--- config.mk ---
export PLATFORM = sky130hd
export DESIGN_NAME = resp_request_parser
export DESIGN_NICKNAME = d
export VERILOG_FILES = /design/src/rrp_pkg.sv /design/src/rrp_in_stage.sv /design/src/rrp_parser.sv /design/src/rrp_out_stage.sv /design/src/resp_request_parser.sv
export SDC_FILE = /design/constraint.sdc
export NUM_CORES = 1
export LEC_CHECK = 0
export BUFFER_PORTS_ARGS = -buffer_cell sky130_fd_sc_hd__buf_2
export CORE_AREA = 8 8 187 189
export CTS_BUF_LIST = sky130_fd_sc_hd__clkbuf_2
export CTS_CLUSTER_DIAMETER = 120
export DETAILED_ROUTE_END_ITERATION = 8
export DIE_AREA = 0 0 195 197
export PLACE_DENSITY = 0.82
export SYNTH_ARGS = -nofsm -noshare
export SYNTH_HDL_FRONTEND = slang
export SYNTH_HIERARCHICAL = 1
export SYNTH_SLANG_ARGS = --single-unit
--- constraint.sdc ---
create_clock -name clock -period 6.2 [get_ports clock]
set_input_delay 1.24 -clock clock [delete_from_list [all_inputs] [get_ports clock]]
set_output_delay 1.24 -clock clock [all_outputs]
set_load 0.03 [all_outputs]
--- src/rrp_pkg.sv ---
// Shared types and constants for the RESP request parser.
// Depends on nothing; every other file of the parser imports it.
package rrp_pkg;

   // Datapath sizing. Lengths and counts are held to these widths.
   localparam int LenBits   = 32;
   localparam int CountBits = 21;

   // Fixed widths of the configuration registers and result fields.
   localparam int StrCfgBits      = 32;
   localparam int ArrCfgBits      = 21;
   localparam int CsrDataBits     = 32;
   localparam int CsrIndexBits    = 2;
   localparam int StringIndexBits = 21;
   localparam int OffsetBits      = 32;

   // Compare widths for the decimal accumulators (value * 10 + digit).
   localparam int ArrCmpBits = (CountBits + 4 > ArrCfgBits) ? CountBits + 4 : ArrCfgBits;
   localparam int StrCmpBits = (LenBits + 4 > StrCfgBits) ? LenBits + 4 : StrCfgBits;

   localparam logic [7:0] CharStar   = 8'h2A;
   localparam logic [7:0] CharDollar = 8'h24;
   localparam logic [7:0] CharCr     = 8'h0D;
   localparam logic [7:0] CharLf     = 8'h0A;
   localparam logic [7:0] CharZero   = 8'h30;
   localparam logic [7:0] CharNine   = 8'h39;

   typedef enum logic [CsrIndexBits-1:0] {
      CSR_MAX_STRING_LENGTH = 2'd0,
      CSR_MAX_ARRAY_LENGTH  = 2'd1
   } csr_index_type;

   typedef enum logic [3:0] {
      PH_ARR_MARK  = 4'd0,
      PH_ARR_FIRST = 4'd1,
      PH_ARR_LEN   = 4'd2,
      PH_ARR_LF    = 4'd3,
      PH_STR_MARK  = 4'd4,
      PH_STR_FIRST = 4'd5,
      PH_STR_LEN   = 4'd6,
      PH_STR_LF    = 4'd7,
      PH_DATA      = 4'd8,
      PH_TRAIL_CR  = 4'd9,
      PH_TRAIL_LF  = 4'd10
   } phase_type;

   typedef enum logic [2:0] {
      EV_FRAME   = 3'd0,
      EV_PAYLOAD = 3'd1,
      EV_STRING  = 3'd2,
      EV_REQUEST = 3'd3,
      EV_ERROR   = 3'd4
   } event_type;

   typedef enum logic [3:0] {
      ERR_NONE      = 4'd0,
      ERR_ARR_MARK  = 4'd1,
      ERR_ARR_DIGIT = 4'd2,
      ERR_ARR_LONG  = 4'd3,
      ERR_ARR_CR    = 4'd4,
      ERR_ARR_LF    = 4'd5,
      ERR_STR_MARK  = 4'd6,
      ERR_STR_DIGIT = 4'd7,
      ERR_STR_LONG  = 4'd8,
      ERR_STR_CR    = 4'd9,
      ERR_STR_LF    = 4'd10,
      ERR_TRAIL_CR  = 4'd11,
      ERR_TRAIL_LF  = 4'd12
   } err_type;

   // One word held in the input register.
   typedef struct packed {
      logic       valid;
      logic [7:0] byte_in;
   } in_word_type;

   // One result word.
   typedef struct packed {
      event_type                  event_res;
      logic [7:0]                 data_byte;
      logic [StringIndexBits-1:0] string_index;
      logic [OffsetBits-1:0]      byte_offset;
      err_type                    error_code;
   } result_type;

endpackage

--- src/rrp_in_stage.sv ---
// Input register of the RESP request parser: holds one byte until the core takes it.
// Depends on rrp_pkg.
module rrp_in_stage (
   input  logic                clock,
   input  logic                reset,
   input  logic                req_valid,
   output logic                req_stall,
   input  logic [7:0]          req_byte_in,
   input  logic                advance,
   output rrp_pkg::in_word_type word_out
);
   import rrp_pkg::*;

   logic       valid_ff, valid_in;
   logic [7:0] byte_ff;
   logic       accept;

   // Only a held word that cannot move on blocks the input.
   assign req_stall = valid_ff && !advance;
   assign accept    = req_valid && !req_stall;
   assign valid_in  = accept || (valid_ff && !advance);

   always_ff @(posedge clock) begin
      if (reset) begin
         valid_ff <= 1'b0;
      end else begin
         valid_ff <= valid_in;
      end
   end

   always_ff @(posedge clock) begin
      if (accept) begin
         byte_ff <= req_byte_in;
      end
   end

   assign word_out.valid   = valid_ff;
   assign word_out.byte_in = byte_ff;

endmodule

--- src/rrp_parser.sv ---
// Frame state machine of the RESP request parser: classifies one byte per step.
// Depends on rrp_pkg; the result is registered by rrp_out_stage.
module rrp_parser (
   input  logic                         clock,
   input  logic                         reset,
   input  logic                         fire,
   input  logic [7:0]                   byte_in,
   input  logic [rrp_pkg::StrCfgBits-1:0] max_string_length,
   input  logic [rrp_pkg::ArrCfgBits-1:0] max_array_length,
   output rrp_pkg::result_type          result
);
   import rrp_pkg::*;

   phase_type              phase_ff, phase_in;
   logic [CountBits-1:0]   count_ff, count_in;
   logic [CountBits-1:0]   done_ff, done_in;
   logic [LenBits-1:0]     target_ff, target_in;
   logic [LenBits-1:0]     progress_ff, progress_in;

   logic                   is_digit;
   logic [3:0]             digit;
   logic                   arr_first, str_first;
   logic [ArrCmpBits-1:0]  arr_cfg, arr_mask, arr_lim, arr_base, arr_acc;
   logic [StrCmpBits-1:0]  str_cfg, str_mask, str_lim, str_base, str_acc;
   logic                   arr_long, str_long;
   logic [LenBits-1:0]     progress_inc;
   logic                   last_string;
   err_type                err;

   assign is_digit  = (byte_in >= CharZero) && (byte_in <= CharNine);
   assign digit     = 4'(byte_in - CharZero);
   assign arr_first = (phase_ff == PH_ARR_FIRST);
   assign str_first = (phase_ff == PH_STR_FIRST);

   // Limits are the register value, capped at what the count fields can hold.
   assign arr_cfg  = ArrCmpBits'(max_array_length);
   assign arr_mask = ArrCmpBits'({CountBits{1'b1}});
   assign arr_lim  = (arr_cfg < arr_mask) ? arr_cfg : arr_mask;
   assign str_cfg  = StrCmpBits'(max_string_length);
   assign str_mask = StrCmpBits'({LenBits{1'b1}});
   assign str_lim  = (str_cfg < str_mask) ? str_cfg : str_mask;

   // value * 10 + digit, as two shifts and adds
   assign arr_base = arr_first ? '0 : ArrCmpBits'(count_ff);
   assign arr_acc  = (arr_base << 3) + (arr_base << 1) + ArrCmpBits'(digit);
   assign str_base = str_first ? '0 : StrCmpBits'(target_ff);
   assign str_acc  = (str_base << 3) + (str_base << 1) + StrCmpBits'(digit);
   assign arr_long = arr_acc > arr_lim;
   assign str_long = str_acc > str_lim;

   assign progress_inc = progress_ff + LenBits'(1);
   assign last_string  = ({1'b0, done_ff} + (CountBits + 1)'(1)) >= {1'b0, count_ff};

   // Error classification of the current byte
   always_comb begin
      err = ERR_NONE;
      unique case (phase_ff)
         PH_ARR_MARK: begin
            if (byte_in != CharStar) err = ERR_ARR_MARK;
         end
         PH_ARR_FIRST, PH_ARR_LEN: begin
            if (is_digit) begin
               if (arr_long) err = ERR_ARR_LONG;
            end else if (arr_first) begin
               err = ERR_ARR_DIGIT;
            end else if (byte_in != CharCr) begin
               err = ERR_ARR_CR;
            end
         end
         PH_ARR_LF: begin
            if (byte_in != CharLf) err = ERR_ARR_LF;
         end
         PH_STR_MARK: begin
            if (byte_in != CharDollar) err = ERR_STR_MARK;
         end
         PH_STR_FIRST, PH_STR_LEN: begin
            if (is_digit) begin
               if (str_long) err = ERR_STR_LONG;
            end else if (str_first) begin
               err = ERR_STR_DIGIT;
            end else if (byte_in != CharCr) begin
               err = ERR_STR_CR;
            end
         end
         PH_STR_LF: begin
            if (byte_in != CharLf) err = ERR_STR_LF;
         end
         PH_TRAIL_CR: begin
            if (byte_in != CharCr) err = ERR_TRAIL_CR;
         end
         PH_TRAIL_LF: begin
            if (byte_in != CharLf) err = ERR_TRAIL_LF;
         end
         default: begin
            err = ERR_NONE;
         end
      endcase
   end

   // Next state
   always_comb begin
      phase_in    = phase_ff;
      count_in    = count_ff;
      done_in     = done_ff;
      target_in   = target_ff;
      progress_in = progress_ff;
      if (err != ERR_NONE) begin
         phase_in    = PH_ARR_MARK;
         count_in    = '0;
         done_in     = '0;
         target_in   = '0;
         progress_in = '0;
      end else begin
         unique case (phase_ff)
            PH_ARR_MARK: begin
               phase_in = PH_ARR_FIRST;
            end
            PH_ARR_FIRST, PH_ARR_LEN: begin
               if (is_digit) begin
                  count_in = arr_acc[CountBits-1:0];
                  phase_in = PH_ARR_LEN;
               end else begin
                  phase_in = PH_ARR_LF;
               end
            end
            PH_ARR_LF: begin
               // empty request completes at once
               if (count_ff == '0) begin
                  phase_in = PH_ARR_MARK;
               end else begin
                  phase_in = PH_STR_MARK;
               end
            end
            PH_STR_MARK: begin
               phase_in = PH_STR_FIRST;
            end
            PH_STR_FIRST, PH_STR_LEN: begin
               if (is_digit) begin
                  target_in = str_acc[LenBits-1:0];
                  phase_in  = PH_STR_LEN;
               end else begin
                  phase_in = PH_STR_LF;
               end
            end
            PH_STR_LF: begin
               progress_in = '0;
               phase_in    = (target_ff == '0) ? PH_TRAIL_CR : PH_DATA;
            end
            PH_DATA: begin
               progress_in = progress_inc;
               if (progress_inc >= target_ff) phase_in = PH_TRAIL_CR;
            end
            PH_TRAIL_CR: begin
               phase_in = PH_TRAIL_LF;
            end
            PH_TRAIL_LF: begin
               if (last_string) begin
                  phase_in    = PH_ARR_MARK;
                  count_in    = '0;
                  done_in     = '0;
                  target_in   = '0;
                  progress_in = '0;
               end else begin
                  phase_in    = PH_STR_MARK;
                  done_in     = done_ff + CountBits'(1);
                  target_in   = '0;
                  progress_in = '0;
               end
            end
            default: begin
               phase_in    = PH_ARR_MARK;
               count_in    = '0;
               done_in     = '0;
               target_in   = '0;
               progress_in = '0;
            end
         endcase
      end
   end

   // Result word
   always_comb begin
      result.event_res    = EV_FRAME;
      result.data_byte    = '0;
      result.string_index = StringIndexBits'(done_ff);
      result.byte_offset  = '0;
      result.error_code   = err;
      if (err != ERR_NONE) begin
         result.event_res    = EV_ERROR;
         result.string_index = '0;
      end else begin
         unique case (phase_ff)
            PH_ARR_LF: begin
               if (count_ff == '0) result.event_res = EV_REQUEST;
            end
            PH_DATA: begin
               result.event_res   = EV_PAYLOAD;
               result.data_byte   = byte_in;
               result.byte_offset = OffsetBits'(progress_ff);
            end
            PH_TRAIL_LF: begin
               result.event_res = last_string ? EV_REQUEST : EV_STRING;
            end
            PH_ARR_MARK, PH_ARR_FIRST, PH_ARR_LEN, PH_STR_MARK, PH_STR_FIRST,
            PH_STR_LEN, PH_STR_LF, PH_TRAIL_CR: begin
               result.event_res = EV_FRAME;
            end
            default: begin
               result.string_index = '0;
            end
         endcase
      end
   end

   always_ff @(posedge clock) begin
      if (reset) begin
         phase_ff    <= PH_ARR_MARK;
         count_ff    <= '0;
         done_ff     <= '0;
         target_ff   <= '0;
         progress_ff <= '0;
      end else if (fire) begin
         phase_ff    <= phase_in;
         count_ff    <= count_in;
         done_ff     <= done_in;
         target_ff   <= target_in;
         progress_ff <= progress_in;
      end
   end

endmodule

--- src/rrp_out_stage.sv ---
// Result register of the RESP request parser, with valid/stall towards the sink.
// Depends on rrp_pkg.
module rrp_out_stage (
   input  logic               clock,
   input  logic               reset,
   input  logic               load,
   input  rrp_pkg::result_type result_in,
   output logic               advance,
   output logic               rsp_valid,
   input  logic               rsp_stall,
   output rrp_pkg::result_type result_out
);
   import rrp_pkg::*;

   logic       valid_ff, valid_in;
   result_type result_ff;

   // The register can take a new word when empty or being emptied.
   assign advance  = !valid_ff || !rsp_stall;
   assign valid_in = load || (valid_ff && rsp_stall);

   always_ff @(posedge clock) begin
      if (reset) begin
         valid_ff <= 1'b0;
      end else begin
         valid_ff <= valid_in;
      end
   end

   always_ff @(posedge clock) begin
      if (load) begin
         result_ff <= result_in;
      end
   end

   assign rsp_valid  = valid_ff;
   assign result_out = result_ff;

endmodule

--- src/resp_request_parser.sv ---
// Top level of the RESP request parser: configuration registers and the three stages.
// Depends on rrp_pkg, rrp_in_stage, rrp_parser and rrp_out_stage.
//
//   channel  direction  handshake             words
//   req      in         req_valid/req_stall   one raw stream byte
//   rsp      out        rsp_valid/rsp_stall   one result per byte
//   csr      in         csr_write             register write, index + data
//
// One byte per cycle sustained while the sink does not stall; a taken byte waits in
// the input register until it is parsed into the result register and shown on rsp.
// Reset clears both stage valids, the frame state and the limits to their defaults.
// A stalled result holds; the input register still takes one more word behind it,
// and req_stall rises only when that word cannot move on.
module resp_request_parser (
   input  logic                              clock,
   input  logic                              reset,
   input  logic                              req_valid,
   output logic                              req_stall,
   input  logic [7:0]                        req_byte_in,
   output logic                              rsp_valid,
   input  logic                              rsp_stall,
   output logic [2:0]                        rsp_event_res,
   output logic [7:0]                        rsp_data_byte,
   output logic [rrp_pkg::StringIndexBits-1:0] rsp_string_index,
   output logic [rrp_pkg::OffsetBits-1:0]    rsp_byte_offset,
   output logic [3:0]                        rsp_error_code,
   input  logic                              csr_write,
   input  logic [rrp_pkg::CsrIndexBits-1:0]  csr_index,
   input  logic [rrp_pkg::CsrDataBits-1:0]   csr_wdata
);
   import rrp_pkg::*;

   logic [StrCfgBits-1:0] max_string_length_ff;
   logic [ArrCfgBits-1:0] max_array_length_ff;
   in_word_type           in_word;
   result_type            parse_result;
   result_type            out_result;
   logic                  advance;
   logic                  fire;

   always_ff @(posedge clock) begin
      if (reset) begin
         max_string_length_ff <= StrCfgBits'(536870912);
         max_array_length_ff  <= ArrCfgBits'(1048576);
      end else if (csr_write) begin
         if (csr_index == CSR_MAX_STRING_LENGTH) begin
            max_string_length_ff <= csr_wdata[StrCfgBits-1:0];
         end
         if (csr_index == CSR_MAX_ARRAY_LENGTH) begin
            max_array_length_ff <= csr_wdata[ArrCfgBits-1:0];
         end
      end
   end

   assign fire = in_word.valid && advance;

   rrp_in_stage u_in_stage (
      .clock       (clock),
      .reset       (reset),
      .req_valid   (req_valid),
      .req_stall   (req_stall),
      .req_byte_in (req_byte_in),
      .advance     (advance),
      .word_out    (in_word)
   );

   rrp_parser u_parser (
      .clock             (clock),
      .reset             (reset),
      .fire              (fire),
      .byte_in           (in_word.byte_in),
      .max_string_length (max_string_length_ff),
      .max_array_length  (max_array_length_ff),
      .result            (parse_result)
   );

   rrp_out_stage u_out_stage (
      .clock      (clock),
      .reset      (reset),
      .load       (fire),
      .result_in  (parse_result),
      .advance    (advance),
      .rsp_valid  (rsp_valid),
      .rsp_stall  (rsp_stall),
      .result_out (out_result)
   );

   assign rsp_event_res    = out_result.event_res;
   assign rsp_data_byte    = out_result.data_byte;
   assign rsp_string_index = out_result.string_index;
   assign rsp_byte_offset  = out_result.byte_offset;
   assign rsp_error_code   = out_result.error_code;

   // Input side is held back only by a result the sink has not taken.
   a_stall_source: assert property (@(posedge clock) disable iff (reset)
      req_stall |-> (rsp_valid && rsp_stall))
      else $error("input stalled with no blocked result");

   a_error_fields: assert property (@(posedge clock) disable iff (reset)
      (rsp_valid && rsp_event_res == EV_ERROR) |->
         (rsp_string_index == '0 && rsp_error_code != ERR_NONE))
      else $error("error word with index or without code");

   a_code_only_on_error: assert property (@(posedge clock) disable iff (reset)
      (rsp_valid && rsp_event_res != EV_ERROR) |-> (rsp_error_code == ERR_NONE))
      else $error("error code on a non-error word");

   a_payload_fields: assert property (@(posedge clock) disable iff (reset)
      (rsp_valid && rsp_event_res != EV_PAYLOAD) |->
         (rsp_data_byte == '0 && rsp_byte_offset == '0))
      else $error("data or offset on a non-payload word");

endmodule
==> impl_metrics.json <==
{
  "outcome": "finished, final reports clean",
  "ant_nets": 0,
  "die_w_um": 195,
  "utilization_pct": 61.4,
  "nets": 2405,
  "drt-initial-drc-count": 1357,
  "synth_edf_count": 76,
  "synthDistinctLibCells": 92,
  "synthFlopType": "dfxtp_1",
  "whs_ps": 478,
  "setup_violations": 0,
  "hold_path.class": "flip-flop to flip-flop",
  "worstPathArrival_ps": 6810,
  "crit_slowest_cell": "o31ai_4",
  "track_usage_pct": 23.4,
  "dpl_worst_slack_ps": -264,
  "cts_buffers": 61,
  "port_buffers": 116,
  "grt_pass1_vias": 14700,
  "die_h_um": 197,
  "h-tree-depth": 2,
  "die_area_mm2": 0.0384,
  "switchingPower_uw": 850,
  "p_leak_nw": 8.83,
  "fmax_mhz": 166,
  "crit_buf_inv": 2,
  "power_mw": 3.18,
  "maxCapViolCount": 0,
  "relSlewSlack_pct": 21.2,
  "start_util_pct": 54.0,
  "pwr-share-seq_pct": 52.6,
  "yosys_warnings": 6,
  "clockBufferDepth": 3,
  "max_stage_delay_ps": 350,
  "setup_ws_ps": 180,
  "grt_max_degree": 85,
  "fp.coreArea_mm2": 0.0320,
  "syn-cell-area_mm2": 0.0173,
  "grt_pass1_wl_mm": 74.8,
  "route.vias.total": 15500,
  "firstDrtPassIters": 5,
  "endpoint_kind": "flip-flop",
  "clock_latency_ps": 940,
  "p_per_area_mw_per_mm2": 162,
  "drc": 0,
  "p_int_mw": 2.33,
  "comb_power_share_pct": 7.8,
  "async_flop_share_pct": 0,
  "grt_overflow": 0,
  "switching_share_pct": 26.7,
  "clk_pin_slew_ps": 100,
  "hold_viol_final": 0,
  "wirelength_mm": 47.1,
  "rows": 66,
  "clock-sinks": 241,
  "cts_tree": "done",
  "dp_hpwl_mm": 36.2,
  "critPathRequiredTime_ps": 7000,
  "io_pins": 117,
  "postCtsHoldBufs": 0,
  "area_delta_synth_final_pct": 13.9,
  "fin_cells": 2602,
  "path_common_cell": "ha_1",
  "routed_via_density": 5.95,
  "tns_ps": 0,
  "peakVddDrop_uv": 102,
  "critPathMaxFanout": 15,
  "fill_cells": 2745,
  "wl_per_cell_um": 18.1,
  "place_congestion": 1.01,
  "synth_nets": 2216,
  "placed_cell_area_mm2": 0.0187,
  "clock-root-buffer": "clkbuf_2",
  "power.share.clock_pct": 39.6,
  "ys_seq_elements": 241,
  "worst_slew_pin_slew_ps": 1180,
  "yosysSeqAreaShare_pct": 32.3,
  "fin_skew_ps": 98.1,
  "place_inst": 2477,
  "antenna_found_initial": 1,
  "drive_above_1_share_pct": 18.7,
  "fin_crit_ps": 6020,
  "crit_path_start_kind": "flip-flop",
  "maxSlewViolCount": 0,
  "postLayoutCellArea_mm2": 0.0197,
  "cp_top_family": "compound AO/OA/AOI/OAI gates",
  "crit_type": "flip-flop to flip-flop",
  "final.period_utilization_pct": 97.1,
  "syn_area_per_cell_um2": 8.85,
  "syn_inst": 1954
}
[repair_timing]
| action | 4_1_cts | 5_1_grt |
|---|---|---|
| resized for setup | 10 | 59 |
| pin swaps | 3 | 29 |
| setup endpoints to repair | 123 | 134 |
| setup buffers | 2 | 8 |
| gates cloned | 0 | 1 |
[metal layers]
| layer | global-route usage, % | routed length (µm) |
|---|---|---|
| met1 | 33.1 | 21800 |
| met2 | 35.6 | 20600 |
| met3 | 3.75 | 3580 |
| met4 | 8.14 | 1110 |
| met5 | 0 | 0 |
[worst min-delay path: stages (launching register included)]
cell	delay, ps
dfxtp_1	320
nand2b_1	60
mux2i_1	60
[kinds of logic after synthesis]
group | synth area share, %
flip-flops | 32.3
XOR/XNOR | 4.91
AND/OR/NAND/NOR | 20.8
multiplexers | 3.52
buffers and inverters | 6.01
AO/OA/AOI/OAI | 16.8
adder cells (fa/ha/maj) | 15.7
[cell usage in the layout, fill, tap and decap left out, drive strengths merged, types with 20 or more instances in the layout]
master	Yosys	routed
edfxtp	76	76
nor3	34	34
buf	39	219
nand2b	95	95
a21o	23	23
and2	33	33
nand3	89	89
nand4	42	42
mux2i	54	54
clkbuf	55	85
xor2	35	35
o211ai	26	26
a21oi	111	111
nor2	144	145
a22o	49	49
inv	142	143
nand2	104	104
nor2b	20	20
clkinv	0	22
dfxtp	165	165
and3	60	60
ha	212	212
xnor2	62	62
o21ai	99	99
[power by group through the flow]
stage / logic, mW / registers [mW] / clock network [mW]
floorplan: 0.124 / 1.75 / 0
global placement: 0.237 / 1.71 / 0
detailed placement: 0.245 / 1.71 / 0
CTS: 0.247 / 1.67 / 1.29
global route: 0.268 / 1.68 / 1.37
finish: 0.249 / 1.67 / 1.26
[layout make-up]
class / count / area, µm² / area share (%)
clock buffer: 85 / 425 / 2.16
timing repair buffer: 219 / 1440 / 7.29
multi-input combinational: 1478 / 10900 / 55.6
tap: 408 / 510 / 2.59
sequential: 241 / 5590 / 28.4
inverter: 142 / 533 / 2.71
clock inverter: 28 / 243 / 1.23
antenna: 1 / 2.50 / 0.0127
[path summary, 6_finish.rpt]
path / start / to / slack (ps) / cells past startpoint
max: u_parser/phase_ff[3]$_SDFFE_PP0P_ / u_parser/done_ff[8]$_SDFFE_PP0P_ / 180 / 27
min reg2reg: max_string_length_ff[28]$_SDFFE_PP0P_ / max_string_length_ff[28]$_SDFFE_PP0P_ / 480 / 2
min: max_string_length_ff[28]$_SDFFE_PP0P_ / max_string_length_ff[28]$_SDFFE_PP0P_ / 480 / 2
max reg2reg: u_parser/phase_ff[3]$_SDFFE_PP0P_ / u_parser/done_ff[8]$_SDFFE_PP0P_ / 180 / 27
[flip-flops by register name, indices dropped and copies added (netlist names)]
| register | cells |
|---|---|
| max_string_length_ff | 32 |
| u_parser/target_ff | 32 |
| max_array_length_ff | 21 |
| u_parser/count_ff | 21 |
| u_in_stage/valid_ff | 1 |
| u_out_stage/rsp_valid | 1 |
| u_parser/phase_ff | 4 |
| u_out_stage/result_out | 68 |
| u_parser/done_ff | 21 |
| u_in_stage/byte_ff | 8 |
| u_parser/progress_ff | 32 |
[synth_stat cells (all sizes together) (35+ instances only)]
master,n,area [µm²]
a22o,49,429
a21oi,111,563
dfxtp,165,3300
ha,212,2650
o21ai,99,499
clkbuf,55,213
nand2b,95,594
nand2,104,390
mux2i,54,541
buf,39,294
and3,60,375
nand4,42,269
nand3,89,455
xnor2,62,543
xor2,35,307
inv,142,533
edfxtp,76,2280
nor2,144,553
Note: power is estimated with default switching activity, not from simulation.
